==> config.mk <==
export PLATFORM = sky130hd
export DESIGN_NAME = particulate_frame_parser
export DESIGN_NICKNAME = d
export VERILOG_FILES = /design/src/rtl/pfp_pkg.sv /design/src/rtl/particulate_frame_parser.sv /design/src/rtl/pfp_front.sv /design/src/rtl/pfp_queue.sv /design/src/rtl/pfp_back.sv
export SDC_FILE = /design/constraint.sdc
export NUM_CORES = 1
export LEC_CHECK = 0
export ABC_AREA = 1
export BUFFER_PORTS_ARGS = -buffer_cell sky130_fd_sc_hd__clkbuf_2
export CORE_UTILIZATION = 50
export CTS_CLUSTER_DIAMETER = 100
export CTS_CLUSTER_SIZE = 40
export DETAILED_ROUTE_END_ITERATION = 7
export GPL_ROUTABILITY_DRIVEN = 0
export PLACE_DENSITY = 0.73
export SLEW_MARGIN = 40
export SYNTH_ARGS = -nofsm -noshare
export SYNTH_HDL_FRONTEND = slang
export SYNTH_HIERARCHICAL = 1
export SYNTH_SLANG_ARGS = --single-unit
==> constraint.sdc <==
create_clock -name clk -period 21.3 [get_ports clk]
set_input_delay 1.065 -clock clk [delete_from_list [all_inputs] [get_ports clk]]
set_output_delay 1.065 -clock clk [all_outputs]
set_load 0.05 [all_outputs]
==> src/rtl/pfp_pkg.sv <==
`timescale 1ns / 1ps
// Package for the particulate frame parser: types, constants and codes.
// Used by pfp_front, pfp_queue, pfp_back and particulate_frame_parser.
package pfp_pkg;

	// Frame format
	localparam logic [7:0] PRE_A = 8'h42;
	localparam logic [7:0] PRE_B = 8'h4D;
	localparam logic [4:0] POS_LAST = 5'd31;
	localparam logic [4:0] POS_SUM_END = 5'd30;
	localparam logic [4:0] POS_RD_FIRST = 5'd4;
	localparam int NUM_RD = 6;
	localparam int NUM_RD_BYTES = 2 * NUM_RD;

	// Operation codes
	localparam logic [1:0] OP_BYTE = 2'd0;
	localparam logic [1:0] OP_POLL = 2'd1;
	localparam logic [1:0] OP_RESYNC = 2'd2;

	// Frame outcome codes
	localparam logic [1:0] OUT_NONE = 2'd0;
	localparam logic [1:0] OUT_GOOD = 2'd1;
	localparam logic [1:0] OUT_BAD = 2'd2;

	// Register map
	localparam int PADDR_W = 3;
	localparam logic REG_WARMUP = 1'b0;
	localparam logic REG_TIMEOUT = 1'b1;
	localparam int WARMUP_W = 20;
	localparam int TIMEOUT_W = 22;
	localparam logic [WARMUP_W-1:0] WARMUP_RST = 20'd30000;
	localparam logic [TIMEOUT_W-1:0] TIMEOUT_RST = 22'd10000;

	typedef logic [NUM_RD-1:0][15:0] readings_t;

	// One classified request from front to back
	typedef struct packed {
		logic [1:0] outcome;
		logic resync;
		logic [31:0] diff_start;
		logic [31:0] diff_ref;
		readings_t readings;
	} entry_t;

	// One finished result
	typedef struct packed {
		logic new_reading;
		logic checksum_error;
		logic reading_valid;
		logic warmed_up;
		logic timed_out;
		readings_t readings;
	} result_t;

endpackage

==> src/rtl/particulate_frame_parser.sv <==
`timescale 1ns / 1ps
// Top level of the particulate sensor frame parser.
// Depends on pfp_pkg, pfp_front, pfp_queue and pfp_back.
//
// Usage:
//   Input channel (in_valid/in_ready): operation, rx_byte, now_ms. Each
//   request is a received byte, a time poll or a resync.
//   Output channel (out_valid/out_ready): exactly one result per request:
//   frame flags, warm-up and timeout flags and the six held readings.
//   Config port (APB): warmup_ms at address 0, timeout_ms at address 4,
//   written on psel & penable & pwrite, readable; pready is tied high.
// Path: a result passes through a queue slot and then the output register
//   after its request is accepted. Throughput: one request per cycle while the queue has room.
// The front end takes a request whenever the two-entry queue has room, so
//   it keeps accepting while a finished result waits in the output
//   register; when the receiver stalls the queue fills and in_ready drops.
// Reset: hunt for preamble, no held reading, limits at 30000 and 10000 ms;
//   the start time is taken from the first request after reset.
module particulate_frame_parser import pfp_pkg::*; (
	input logic clk,
	input logic arst_n,
	input logic in_valid,
	output logic in_ready,
	input logic [1:0] operation,
	input logic [7:0] rx_byte,
	input logic [31:0] now_ms,
	output logic out_valid,
	input logic out_ready,
	output logic new_reading,
	output logic checksum_error,
	output logic reading_valid,
	output logic warmed_up,
	output logic timed_out,
	output logic [15:0] pm1_0_std,
	output logic [15:0] pm2_5_std,
	output logic [15:0] pm10_std,
	output logic [15:0] pm1_0_amb,
	output logic [15:0] pm2_5_amb,
	output logic [15:0] pm10_amb,
	input logic psel,
	input logic penable,
	input logic pwrite,
	input logic [PADDR_W-1:0] paddr,
	input logic [31:0] pwdata,
	output logic [31:0] prdata,
	output logic pready
);

	logic [WARMUP_W-1:0] warmup_q;
	logic [TIMEOUT_W-1:0] timeout_q;
	logic q_push, q_full, q_pop, q_not_empty;
	entry_t push_entry, pop_entry;
	result_t res;

	// configuration registers
	assign pready = 1'b1;
	assign prdata = (paddr[2] == REG_TIMEOUT) ? {10'd0, timeout_q} : {12'd0, warmup_q};

	always_ff @(posedge clk or negedge arst_n) begin
		if (!arst_n) begin
			warmup_q <= WARMUP_RST;
			timeout_q <= TIMEOUT_RST;
		end else if (psel && penable && pwrite && pready) begin
			if (paddr[2] == REG_WARMUP) begin
				warmup_q <= pwdata[WARMUP_W-1:0];
			end else begin
				timeout_q <= pwdata[TIMEOUT_W-1:0];
			end
		end
	end

	pfp_front u_front (
		.clk(clk),
		.arst_n(arst_n),
		.in_valid(in_valid),
		.in_ready(in_ready),
		.operation(operation),
		.rx_byte(rx_byte),
		.now_ms(now_ms),
		.q_full(q_full),
		.q_push(q_push),
		.q_entry(push_entry)
	);

	pfp_queue u_queue (
		.clk(clk),
		.arst_n(arst_n),
		.push(q_push),
		.push_data(push_entry),
		.full(q_full),
		.pop(q_pop),
		.not_empty(q_not_empty),
		.pop_data(pop_entry)
	);

	pfp_back u_back (
		.clk(clk),
		.arst_n(arst_n),
		.q_not_empty(q_not_empty),
		.q_entry(pop_entry),
		.q_pop(q_pop),
		.warmup_ms(warmup_q),
		.timeout_ms(timeout_q),
		.out_valid(out_valid),
		.out_ready(out_ready),
		.result(res)
	);

	// result fields
	assign new_reading = res.new_reading;
	assign checksum_error = res.checksum_error;
	assign reading_valid = res.reading_valid;
	assign warmed_up = res.warmed_up;
	assign timed_out = res.timed_out;
	assign pm1_0_std = res.readings[0];
	assign pm2_5_std = res.readings[1];
	assign pm10_std = res.readings[2];
	assign pm1_0_amb = res.readings[3];
	assign pm2_5_amb = res.readings[4];
	assign pm10_amb = res.readings[5];

endmodule

==> src/rtl/pfp_front.sv <==
`timescale 1ns / 1ps
// Front end: accepts requests, tracks frame position and checksum, keeps the
// time references and classifies each request. Depends on pfp_pkg.
module pfp_front import pfp_pkg::*; (
	input logic clk,
	input logic arst_n,
	input logic in_valid,
	output logic in_ready,
	input logic [1:0] operation,
	input logic [7:0] rx_byte,
	input logic [31:0] now_ms,
	input logic q_full,
	output logic q_push,
	output entry_t q_entry
);

	logic [4:0] pos_q;
	logic [15:0] sum_q;
	logic started_q;
	logic [31:0] start_time_q;
	logic [31:0] last_good_q;
	logic have_good_q;
	logic [7:0] store_q [NUM_RD_BYTES];
	logic [7:0] byte30_q;

	logic is_byte, is_resync, at_last, good, bad, have_good_nx;
	logic [31:0] start_eff, ref_eff;
	logic [15:0] sum_add;
	readings_t rd_w;

	assign in_ready = !q_full;
	assign q_push = in_valid && in_ready;

	assign is_byte = (operation == OP_BYTE);
	assign is_resync = (operation == OP_RESYNC);
	assign at_last = is_byte && (pos_q == POS_LAST);
	assign good = at_last && (sum_q == {byte30_q, rx_byte});
	assign bad = at_last && !good;
	assign sum_add = sum_q + {8'd0, rx_byte};

	// readings, big-endian pairs from bytes 4..15
	always_comb begin
		for (int i = 0; i < NUM_RD; i++) begin
			rd_w[i] = {store_q[2*i], store_q[2*i+1]};
		end
	end

	// time differences after this request's state update
	assign start_eff = started_q ? start_time_q : now_ms;
	assign have_good_nx = is_resync ? 1'b0 : (good ? 1'b1 : have_good_q);
	always_comb begin
		if (good) begin
			ref_eff = now_ms;
		end else if (have_good_nx) begin
			ref_eff = last_good_q;
		end else begin
			ref_eff = start_eff;
		end
	end

	always_comb begin
		q_entry.outcome = good ? OUT_GOOD : (bad ? OUT_BAD : OUT_NONE);
		q_entry.resync = is_resync;
		q_entry.diff_start = now_ms - start_eff;
		q_entry.diff_ref = now_ms - ref_eff;
		q_entry.readings = rd_w;
	end

	// control state
	always_ff @(posedge clk or negedge arst_n) begin
		if (!arst_n) begin
			pos_q <= '0;
			sum_q <= '0;
			started_q <= 1'b0;
			start_time_q <= '0;
			last_good_q <= '0;
			have_good_q <= 1'b0;
		end else if (q_push) begin
			started_q <= 1'b1;
			start_time_q <= start_eff;
			have_good_q <= have_good_nx;
			if (good) begin
				last_good_q <= now_ms;
			end
			if (is_resync) begin
				pos_q <= '0;
			end else if (is_byte) begin
				case (pos_q)
					5'd0: begin
						if (rx_byte == PRE_A) begin
							sum_q <= {8'd0, rx_byte};
							pos_q <= 5'd1;
						end
					end
					5'd1: begin
						if (rx_byte == PRE_B) begin
							sum_q <= sum_add;
							pos_q <= 5'd2;
						end else if (rx_byte == PRE_A) begin
							sum_q <= {8'd0, rx_byte};
						end else begin
							pos_q <= '0;
						end
					end
					default: begin
						if (pos_q < POS_SUM_END) begin
							sum_q <= sum_add;
						end
						pos_q <= (pos_q == POS_LAST) ? 5'd0 : pos_q + 5'd1;
					end
				endcase
			end
		end
	end

	// frame bytes that are read later
	always_ff @(posedge clk) begin
		if (q_push && is_byte) begin
			for (int i = 0; i < NUM_RD_BYTES; i++) begin
				if (pos_q == POS_RD_FIRST + 5'(i)) begin
					store_q[i] <= rx_byte;
				end
			end
			if (pos_q == POS_SUM_END) begin
				byte30_q <= rx_byte;
			end
		end
	end

endmodule

==> src/rtl/pfp_queue.sv <==
`timescale 1ns / 1ps
// Two-entry queue between front and back end.
// Depends on pfp_pkg for the entry type.
module pfp_queue import pfp_pkg::*; (
	input logic clk,
	input logic arst_n,
	input logic push,
	input entry_t push_data,
	output logic full,
	input logic pop,
	output logic not_empty,
	output entry_t pop_data
);

	entry_t mem_q [2];
	logic wr_ptr_q, rd_ptr_q;
	logic [1:0] count_q;

	assign full = (count_q == 2'd2);
	assign not_empty = (count_q != 2'd0);
	assign pop_data = mem_q[rd_ptr_q];

	// pointers and fill count
	always_ff @(posedge clk or negedge arst_n) begin
		if (!arst_n) begin
			wr_ptr_q <= 1'b0;
			rd_ptr_q <= 1'b0;
			count_q <= '0;
		end else begin
			if (push) begin
				wr_ptr_q <= !wr_ptr_q;
			end
			if (pop) begin
				rd_ptr_q <= !rd_ptr_q;
			end
			case ({push, pop})
				2'b10: count_q <= count_q + 2'd1;
				2'b01: count_q <= count_q - 2'd1;
				default: count_q <= count_q;
			endcase
		end
	end

	always_ff @(posedge clk) begin
		if (push) begin
			mem_q[wr_ptr_q] <= push_data;
		end
	end

endmodule

==> src/rtl/pfp_back.sv <==
`timescale 1ns / 1ps
// Back end: compares time differences against the limits, holds the latest
// readings and valid mark, drives the output register. Depends on pfp_pkg.
module pfp_back import pfp_pkg::*; (
	input logic clk,
	input logic arst_n,
	input logic q_not_empty,
	input entry_t q_entry,
	output logic q_pop,
	input logic [WARMUP_W-1:0] warmup_ms,
	input logic [TIMEOUT_W-1:0] timeout_ms,
	output logic out_valid,
	input logic out_ready,
	output result_t result
);

	logic out_valid_q;
	result_t res_q;
	readings_t readings_q;
	logic latest_valid_q;

	logic warm, late, is_good, lv_nx;
	readings_t rd_nx;

	assign q_pop = q_not_empty && (!out_valid_q || out_ready);
	assign out_valid = out_valid_q;
	assign result = res_q;

	// flags and held reading after this request
	assign warm = q_entry.diff_start >= {12'd0, warmup_ms};
	assign late = q_entry.diff_ref > {10'd0, timeout_ms};
	assign is_good = (q_entry.outcome == OUT_GOOD);
	assign lv_nx = q_entry.resync ? 1'b0 : (is_good ? warm : latest_valid_q);
	assign rd_nx = is_good ? q_entry.readings : readings_q;

	always_ff @(posedge clk or negedge arst_n) begin
		if (!arst_n) begin
			out_valid_q <= 1'b0;
			latest_valid_q <= 1'b0;
			readings_q <= '0;
		end else if (q_pop) begin
			out_valid_q <= 1'b1;
			latest_valid_q <= lv_nx;
			readings_q <= rd_nx;
		end else if (out_ready) begin
			out_valid_q <= 1'b0;
		end
	end

	// output register payload
	always_ff @(posedge clk) begin
		if (q_pop) begin
			res_q.new_reading <= is_good && warm;
			res_q.checksum_error <= (q_entry.outcome == OUT_BAD);
			res_q.reading_valid <= lv_nx;
			res_q.warmed_up <= warm;
			res_q.timed_out <= late;
			res_q.readings <= rd_nx;
		end
	end

endmodule

==> out/qor.yml, run 1 <==
port_buffers: 196
ys_top_cells_by_count: "nand2_1, edfxtp_1, inv_1, o21ai_0, dfrtp_1"
power.leakage_nw: 16.32
synth_largest_area_cell: "edfxtp_1"
coreArea_um2: 70150
wl_mm: 74.70
post_cts_resize_count: 0
relSlewSlack_pct: 44.16
fp.dieW_um: 268.4
post-route-period-util_pct: 29.24
p_total_mw: 4.611
path_clk_slew_ns: 0.12
cp_max_fo: 66
ys_types: 57
rows: 97
cap_viol_max_count: 0
slowest_stage: "clkinv_2"
routedWlPerCell_um: 16.69
fin_skew_ns: 0.03465
synth-edff-count: 531
numCtsBuffers: 29
die_y_um: 268.4
yosys_warnings: 6
yosysMostFrequentCell: "nand2_1"
synth-seq-cells: 762
hold_class: "primary input to asynchronous set/reset pin"
grt_pass1_wl_mm: 116.9
die_area_um2: 72030
status: "completed"
hold_violations: 0
rsz0062_at_grt: "false"
ios: 220
cts_tree: "built"
drt-initial-drc-count: 2019
place_area_um2: 37160
grt_max_degree: 195
finalCriticalPeriod_ns: 6.229
post-cts-setup-buffer-count: 0
endpoint_kind: "flip-flop"
clk_latency_ns: 0.65
cp_cell_sequence: "clkbuf_2 > ha_1 > nor2_1 > and2_1 > nand2_1 > nor2_1 > nand3_2 > buf_4 > nand2_1 > nand2_2 > clkinv_2 > o211ai_1 > o21ai_0 > ha_1 > nand2_1 > o21ai_0 > a21oi_1 > o21ai_0 > nand2_1 > nand2_1 > nand3b_1 > nand3_1 > nand2_1"
max_freq_mhz: 160.6
drc: 0
antenna_found_initial: 2
arrival_ns: 6.58
fin_util_pct: 54.56
vias_per_cell: 5.250
ctsRootBufferMaster: "clkbuf_16"
p_per_area_nw_per_um2: 120.5
syn_to_final_growth_pct: 7.875
start_util_pct: 50.58
async_flop_share_pct: 30.31
cts_buffer_depth: 3
yosysTopAreaCellShare_pct: 44.94
cp_num_buf_inv: 3
cpPeakStageDelay_ns: 0.60
cts_sinks: 762
first_pass_iters: 6
ys_seq_area_share_pct: 61.28
num_vias: 23500
grt_pass1_vias: 21725
critPathRequiredTime_ns: 21.65
ant_nets: 0
grt_usage_pct: 20.65
htree_levels: 1
synth_ff_type: "edfxtp_1"
crit_top_cell: "nand2_1"
grt_overflow_total: 0
maxSlewViolCount: 0
cp_top_family: "simple AND/OR/NAND/NOR gates"
ir_worst_vdd_uv: 125.3
tightest_slew_ns: 0.8346
synth.cell_area_um2: 35480
antennaDiodeCount: 0
syn_avg_cell_area_um2: 10.48
stdcell_area_um2: 38270
crit_path_start_kind: "primary input"
tns_ns: 0
syn_inst: 3384
final_layout_size_suffix_gt1_share_pct: 11.88
netlist_top_cells_area: "edfxtp_1, dfrtp_1, nand2_1"
finalSetupViolCount: 0
ctsHoldBuffers: 0
nets: 3719
crit_type: "primary input to flip-flop"
hpwlAfterDp_mm: 50.24
[report_power, final]
| group | switching [mW] | leakage [nW] | total (mW) | internal [mW] |
|---|---|---|---|---|
| Clock | 0.474 | 0.495 | 0.768 | 0.294 |
| Combinational | 1.27 | 7.83 | 1.69 | 0.423 |
| Sequential | 0.127 | 8.00 | 2.15 | 2.02 |
[path summary, 6_finish.rpt]
check                                           start                      end  slack (ns)  cells after the start
worst min register to register  u_front/store_q[2][9]     u_queue/mem_q[1][65]        0.44                      0
worst min-delay path                           arst_n    u_back/readings_q[18]        0.31                      1
max in group asynchronous                      arst_n  u_front/last_good_q[21]       19.54                      3
min in group clk                u_front/store_q[2][9]     u_queue/mem_q[1][65]        0.44                      0
worst max-delay path                       rx_byte[3]    u_queue/mem_q[1][126]       15.07                     23
worst max register to register       u_front/pos_q[1]    u_queue/mem_q[1][126]       15.54                     23
[sequential cells by signal (all words and copies together) (netlist names)]
register	cells
u_front/pos_q	5
u_front/started_q	1
u_back/out_valid	1
timeout_q	22
u_queue/wr_ptr_q	1
u_front/byte30_q	8
u_front/sum_q	16
u_front/have_good_q	1
u_queue/mem_q	326
u_front/start_time_q	32
u_back/result	101
u_back/readings_q	96
warmup_q	20
u_queue/count_q	2
u_front/last_good_q	32
u_queue/rd_ptr_q	1
u_front/store_q	96
u_back/latest_valid_q	1
[logic make-up (layout without fill, tap and decap cells)]
| kind of cell | Yosys count | count (layout) | synth area share, % |
|---|---|---|---|
| adder cells (fa/ha/maj) | 122 | 122 | 4.366 |
| AO/OA/AOI/OAI | 695 | 695 | 11.08 |
| buffers and inverters | 573 | 716 | 7.046 |
| AND/OR/NAND/NOR | 1104 | 1104 | 12.55 |
| XOR/XNOR | 68 | 68 | 1.679 |
| other | 2 | 11 | 0.02117 |
| multiplexers | 58 | 58 | 1.982 |
| flip-flops | 762 | 762 | 61.28 |
[per-stage QoR]
step	hold slack (ns)	instances	setup WS, ns
3_5_place_dp	0.4290	4420	14.38
2_1_floorplan	0.4215	3393	12.25
3_3_place_gp	0.4214	4413	14.40
6_report	0.3147	4476	15.07
4_1_cts	0.3157	4474	15.07
5_1_grt	0.3287	4476	14.56
[layer usage]
layer	wire length [um]	track usage [%]	vias up	share of wire (%)
li1	-	-	11566	-
met1	32920	28.70	11252	44
met2	36150	34.67	585	48
met3	3856	2.437	95	5.2
met4	1758	5.021	2	2.4
met5	11	0	-	0.015
[placed cells by master (no fill, tap or decap), types with 5 or more instances in the layout]
| master | count |
|---|---|
| a21boi_0 | 5 |
| a21oi_1 | 119 |
| dfstp_2 | 12 |
| o21ai_0 | 345 |
| o21ai_1 | 94 |
| xnor2_1 | 19 |
| clkbuf_16 | 29 |
| inv_2 | 9 |
| edfxtp_1 | 531 |
| inv_12 | 6 |
| o21a_1 | 5 |
| mux2_2 | 6 |
| nand3_1 | 83 |
| ha_1 | 119 |
| inv_1 | 425 |
| o21ai_2 | 68 |
| o211ai_1 | 37 |
| nand4_1 | 17 |
| mux2_4 | 23 |
| buf_6 | 7 |
| xor2_1 | 49 |
| nor2_1 | 123 |
| clkbuf_2 | 195 |
| conb_1 | 11 |
| nor3_1 | 21 |
| dfrtp_1 | 218 |
| mux2i_1 | 29 |
| nand2_1 | 819 |
| nor2_2 | 8 |
| nor4_1 | 8 |
| nand2_2 | 8 |
| buf_4 | 15 |
| clkbuf_1 | 9 |
[area by class of cell]
type,count,area [um^2]
timing repair buffer,224,1333
clock inverter,16,286.5
clock buffer,38,759.5
inverter,438,1678
multi-input combinational,2058,11300
tap,940,1176
sequential,762,21740
fill,6027,31880
(Power assumes the default switching activity.)
==> run 2: changes to the inputs <==
--- a/config.mk
+++ b/config.mk
@@ -5,7 +5,7 @@
 export SDC_FILE = /design/constraint.sdc
 export NUM_CORES = 1
 export LEC_CHECK = 0
-export ABC_AREA = 1
+export ABC_AREA = 0
 export BUFFER_PORTS_ARGS = -buffer_cell sky130_fd_sc_hd__clkbuf_2
 export CORE_UTILIZATION = 50
 export CTS_CLUSTER_DIAMETER = 100
==> constraint.sdc (replaced) <==
create_clock -name clk -period 6.5 [get_ports clk]
set_input_delay 0.325 -clock clk [delete_from_list [all_inputs] [get_ports clk]]
set_output_delay 0.325 -clock clk [all_outputs]
set_load 0.05 [all_outputs]
==> out/qor.yml, run 2 <==
switchingPower_mw: 6.501
yosysTopAreaCellShare_pct: 45.90
drt-initial-drc-count: 2168
ios: 220
async_flop_share_pct: 30.31
relSlewSlack_pct: 41.07
cp_cell_sequence: "ha_1 > nor4_1 > nand4_1 > nor4_1 > buf_4 > a31oi_2 > nor2_2 > mux2i_1 > o21ai_1 > ha_1 > inv_1 > fa_1 > a211oi_1 > o21ai_1 > a31oi_1 > o31ai_2 > a41oi_1 > nor2b_1 > o41ai_1 > xor2_1"
numCtsBuffers: 29
top_layer: "met4"
die_area_um2: 70540
antenna_found_initial: 1
switching_share_pct: 39.67
fin_skew_ns: 0.07261
syn_to_final_growth_pct: 10.06
cap_viol_max_count: 0
port_buffers: 196
dr_wl_met3_mm: 3.916
dr_wl_met2_mm: 37.44
syn_inst: 2764
drc: 0
nets: 3168
syn_avg_cell_area_um2: 12.57
cts_tree: "built"
start_util_pct: 50.56
power_frac_comb_pct: 39.5
seq_power_share_pct: 45.0
stdcell_area_um2: 38230
seqCellArea_um2: 21750
cp_max_fo: 6
grt_max_degree: 168
final_layout_size_suffix_gt1_share_pct: 19.00
largest_register_ffs: 326
rsz0062_at_grt: "false"
grt_overflow_total: 0
slowest_stage: "nor2_2"
intPower_mw: 9.887
vias_per_cell: 5.563
die_y_um: 265.6
wl_met1_mm: 32.97
routedWlPerCell_um: 19.42
coreArea_um2: 68710
cts_sinks: 762
endpoint_kind: "flip-flop"
status: "completed"
synth-seq-cells: 762
critPathRequiredTime_ns: 6.84
arrival_ns: 6.45
fp.dieW_um: 265.6
p_per_area_nw_per_um2: 428.6
ys_top_cells_by_count: "nand2_1, edfxtp_1, dfrtp_1, mux2_2, a21oi_1"
p_clk_share_pct: 15.5
grt_usage_pct: 21.33
crit_type: "flip-flop to flip-flop"
synth.cell_area_um2: 34740
ctsRootBufferMaster: "clkbuf_16"
path_clk_slew_ns: 0.14
netlist_top_cells_area: "edfxtp_1, dfrtp_1, nand2_1"
clk_latency_ns: 0.65
finalCriticalPeriod_ns: 6.108
yosys_warnings: 6
cts_buffer_depth: 3
first_pass_iters: 5
ys_seq_area_share_pct: 62.58
final_common_cell: "nand2_1"
place_area_um2: 36650
tightest_slew_ns: 0.8808
grt_pass1_wl_mm: 119.1
cpPeakStageDelay_ns: 0.55
num_vias: 21784
power.leakage_nw: 16.09
htree_levels: 1
synth_ff_type: "edfxtp_1"
post-route-period-util_pct: 93.97
ys_types: 90
ant_nets: 0
synth-edff-count: 531
mostFrequentLayoutCells: "nand2_1, edfxtp_1, dfrtp_1"
synth_largest_area_cell: "edfxtp_1"
max_flop_register: "u_queue/mem_q"
rows: 96
yosysMostFrequentCell: "nand2_1"
finalSetupViolCount: 0
tns_ns: 0
multi_input_area_um2: 12040
ir_worst_vdd_uv: 343.5
hpwlAfterDp_mm: 51.33
fillers: 5509
crit_path_start_kind: "flip-flop"
hold_class: "primary input to flip-flop"
maxSlewViolCount: 0
grt_pass1_vias: 21518
hold_violations: 0
post_cts_resize_count: 0
max_freq_mhz: 163.7
wl_mm: 76.06
==> run 2: cell types whose count changed after synthesis, sizes merged, moves of 40 or more <==
cell   change
buf       -45
inv      -358
mux2     +228
nand2    -175
nand3     -59
nor2      -40
nor2b     +43
nor3      +53
o21ai    -456
==> run 2: critical path, delay by kind of cell (launching register included) <==
kind / cells / cell delay, ns
AO/OA/AOI/OAI: 8 / 1.90
buffers and inverters: 2 / 0.30
XOR/XNOR: 1 / 0.17
AND/OR/NAND/NOR: 5 / 1.84
adder cells (fa/ha/maj): 3 / 1.03
flip-flops: 1 / 0.41
multiplexers: 1 / 0.17
==> run 2: cell type report <==
class | count | share of cell area (%)
Multi-Input combinational cell | 1807 | 31.48
Tap cell | 931 | 3.047
Clock inverter | 14 | 0.7788
Clock buffer | 39 | 2.022
Inverter | 79 | 0.7887
Timing Repair Buffer | 283 | 5.000
Sequential cell | 762 | 56.88
Antenna cell | 1 | 0.006545
==> run 2: per-stage QoR <==
step	setup WS, ns	cells	utilization [%]	total power, mW	hold WS [ns]
floorplan	0.4626	2773	-	12.33	0.02941
global placement	0.4229	3810	53.15	13.54	0.3818
detailed placement	0.4719	3816	53.34	13.90	0.3916
CTS	0.4626	3913	55.54	16.45	0.0005284
global route	0.1749	3916	55.65	17.29	0.01376
finish	0.3918	3916	55.65	16.39	0.03769
==> run 2: per-layer routing <==
layer	vias up	GRT usage, %
met1	10782	29.26
li1	10172	-
met3	101	2.287
met4	0	5.359
met2	729	36.37
met5	-	0
==> run 2: final timing paths <==
check / start / endpoint / slack (ns) / depth (start not counted)
min: now_ms[28] / u_front/last_good_q[28] / 0.04 / 2
min in group asynchronous: arst_n / u_back/readings_q[4] / 0.12 / 2
min reg2reg: u_front/store_q[1][15] / u_queue/mem_q[1][39] / 0.42 / 0
max in group asynchronous: arst_n / u_front/last_good_q[4] / 5.02 / 4
max: u_front/sum_q[2] / u_queue/mem_q[1][126] / 0.39 / 20
max reg2reg: u_front/sum_q[2] / u_queue/mem_q[1][126] / 0.39 / 20
==> run 2: cell families (layout without fill, tap and decap cells) <==
family,count (synthesis),after routing,share of synthesized area [%]
AO/OA/AOI/OAI,331,331,6.220
XOR/XNOR,73,73,1.841
adder cells (fa/ha/maj),122,122,4.459
buffers and inverters,204,415,3.044
flip-flops,762,762,62.58
multiplexers,290,290,9.714
other,2,12,0.02162
AND/OR/NAND/NOR,980,980,12.12
==> run 2: power by group through the flow <==
stage	logic [mW]	registers [mW]	clock network [mW]
floorplan	3.77	8.56	0
global placement	6.07	7.48	0
detailed placement	6.41	7.50	0
CTS	6.46	7.39	2.60
global route	7.03	7.51	2.75
finish	6.47	7.37	2.54
==> run 2: what timing repair did <==
action | CTS | global route
hold endpoints to repair | 139 | 0
hold buffers | 44 | 0
buffers inserted | 0 | 0
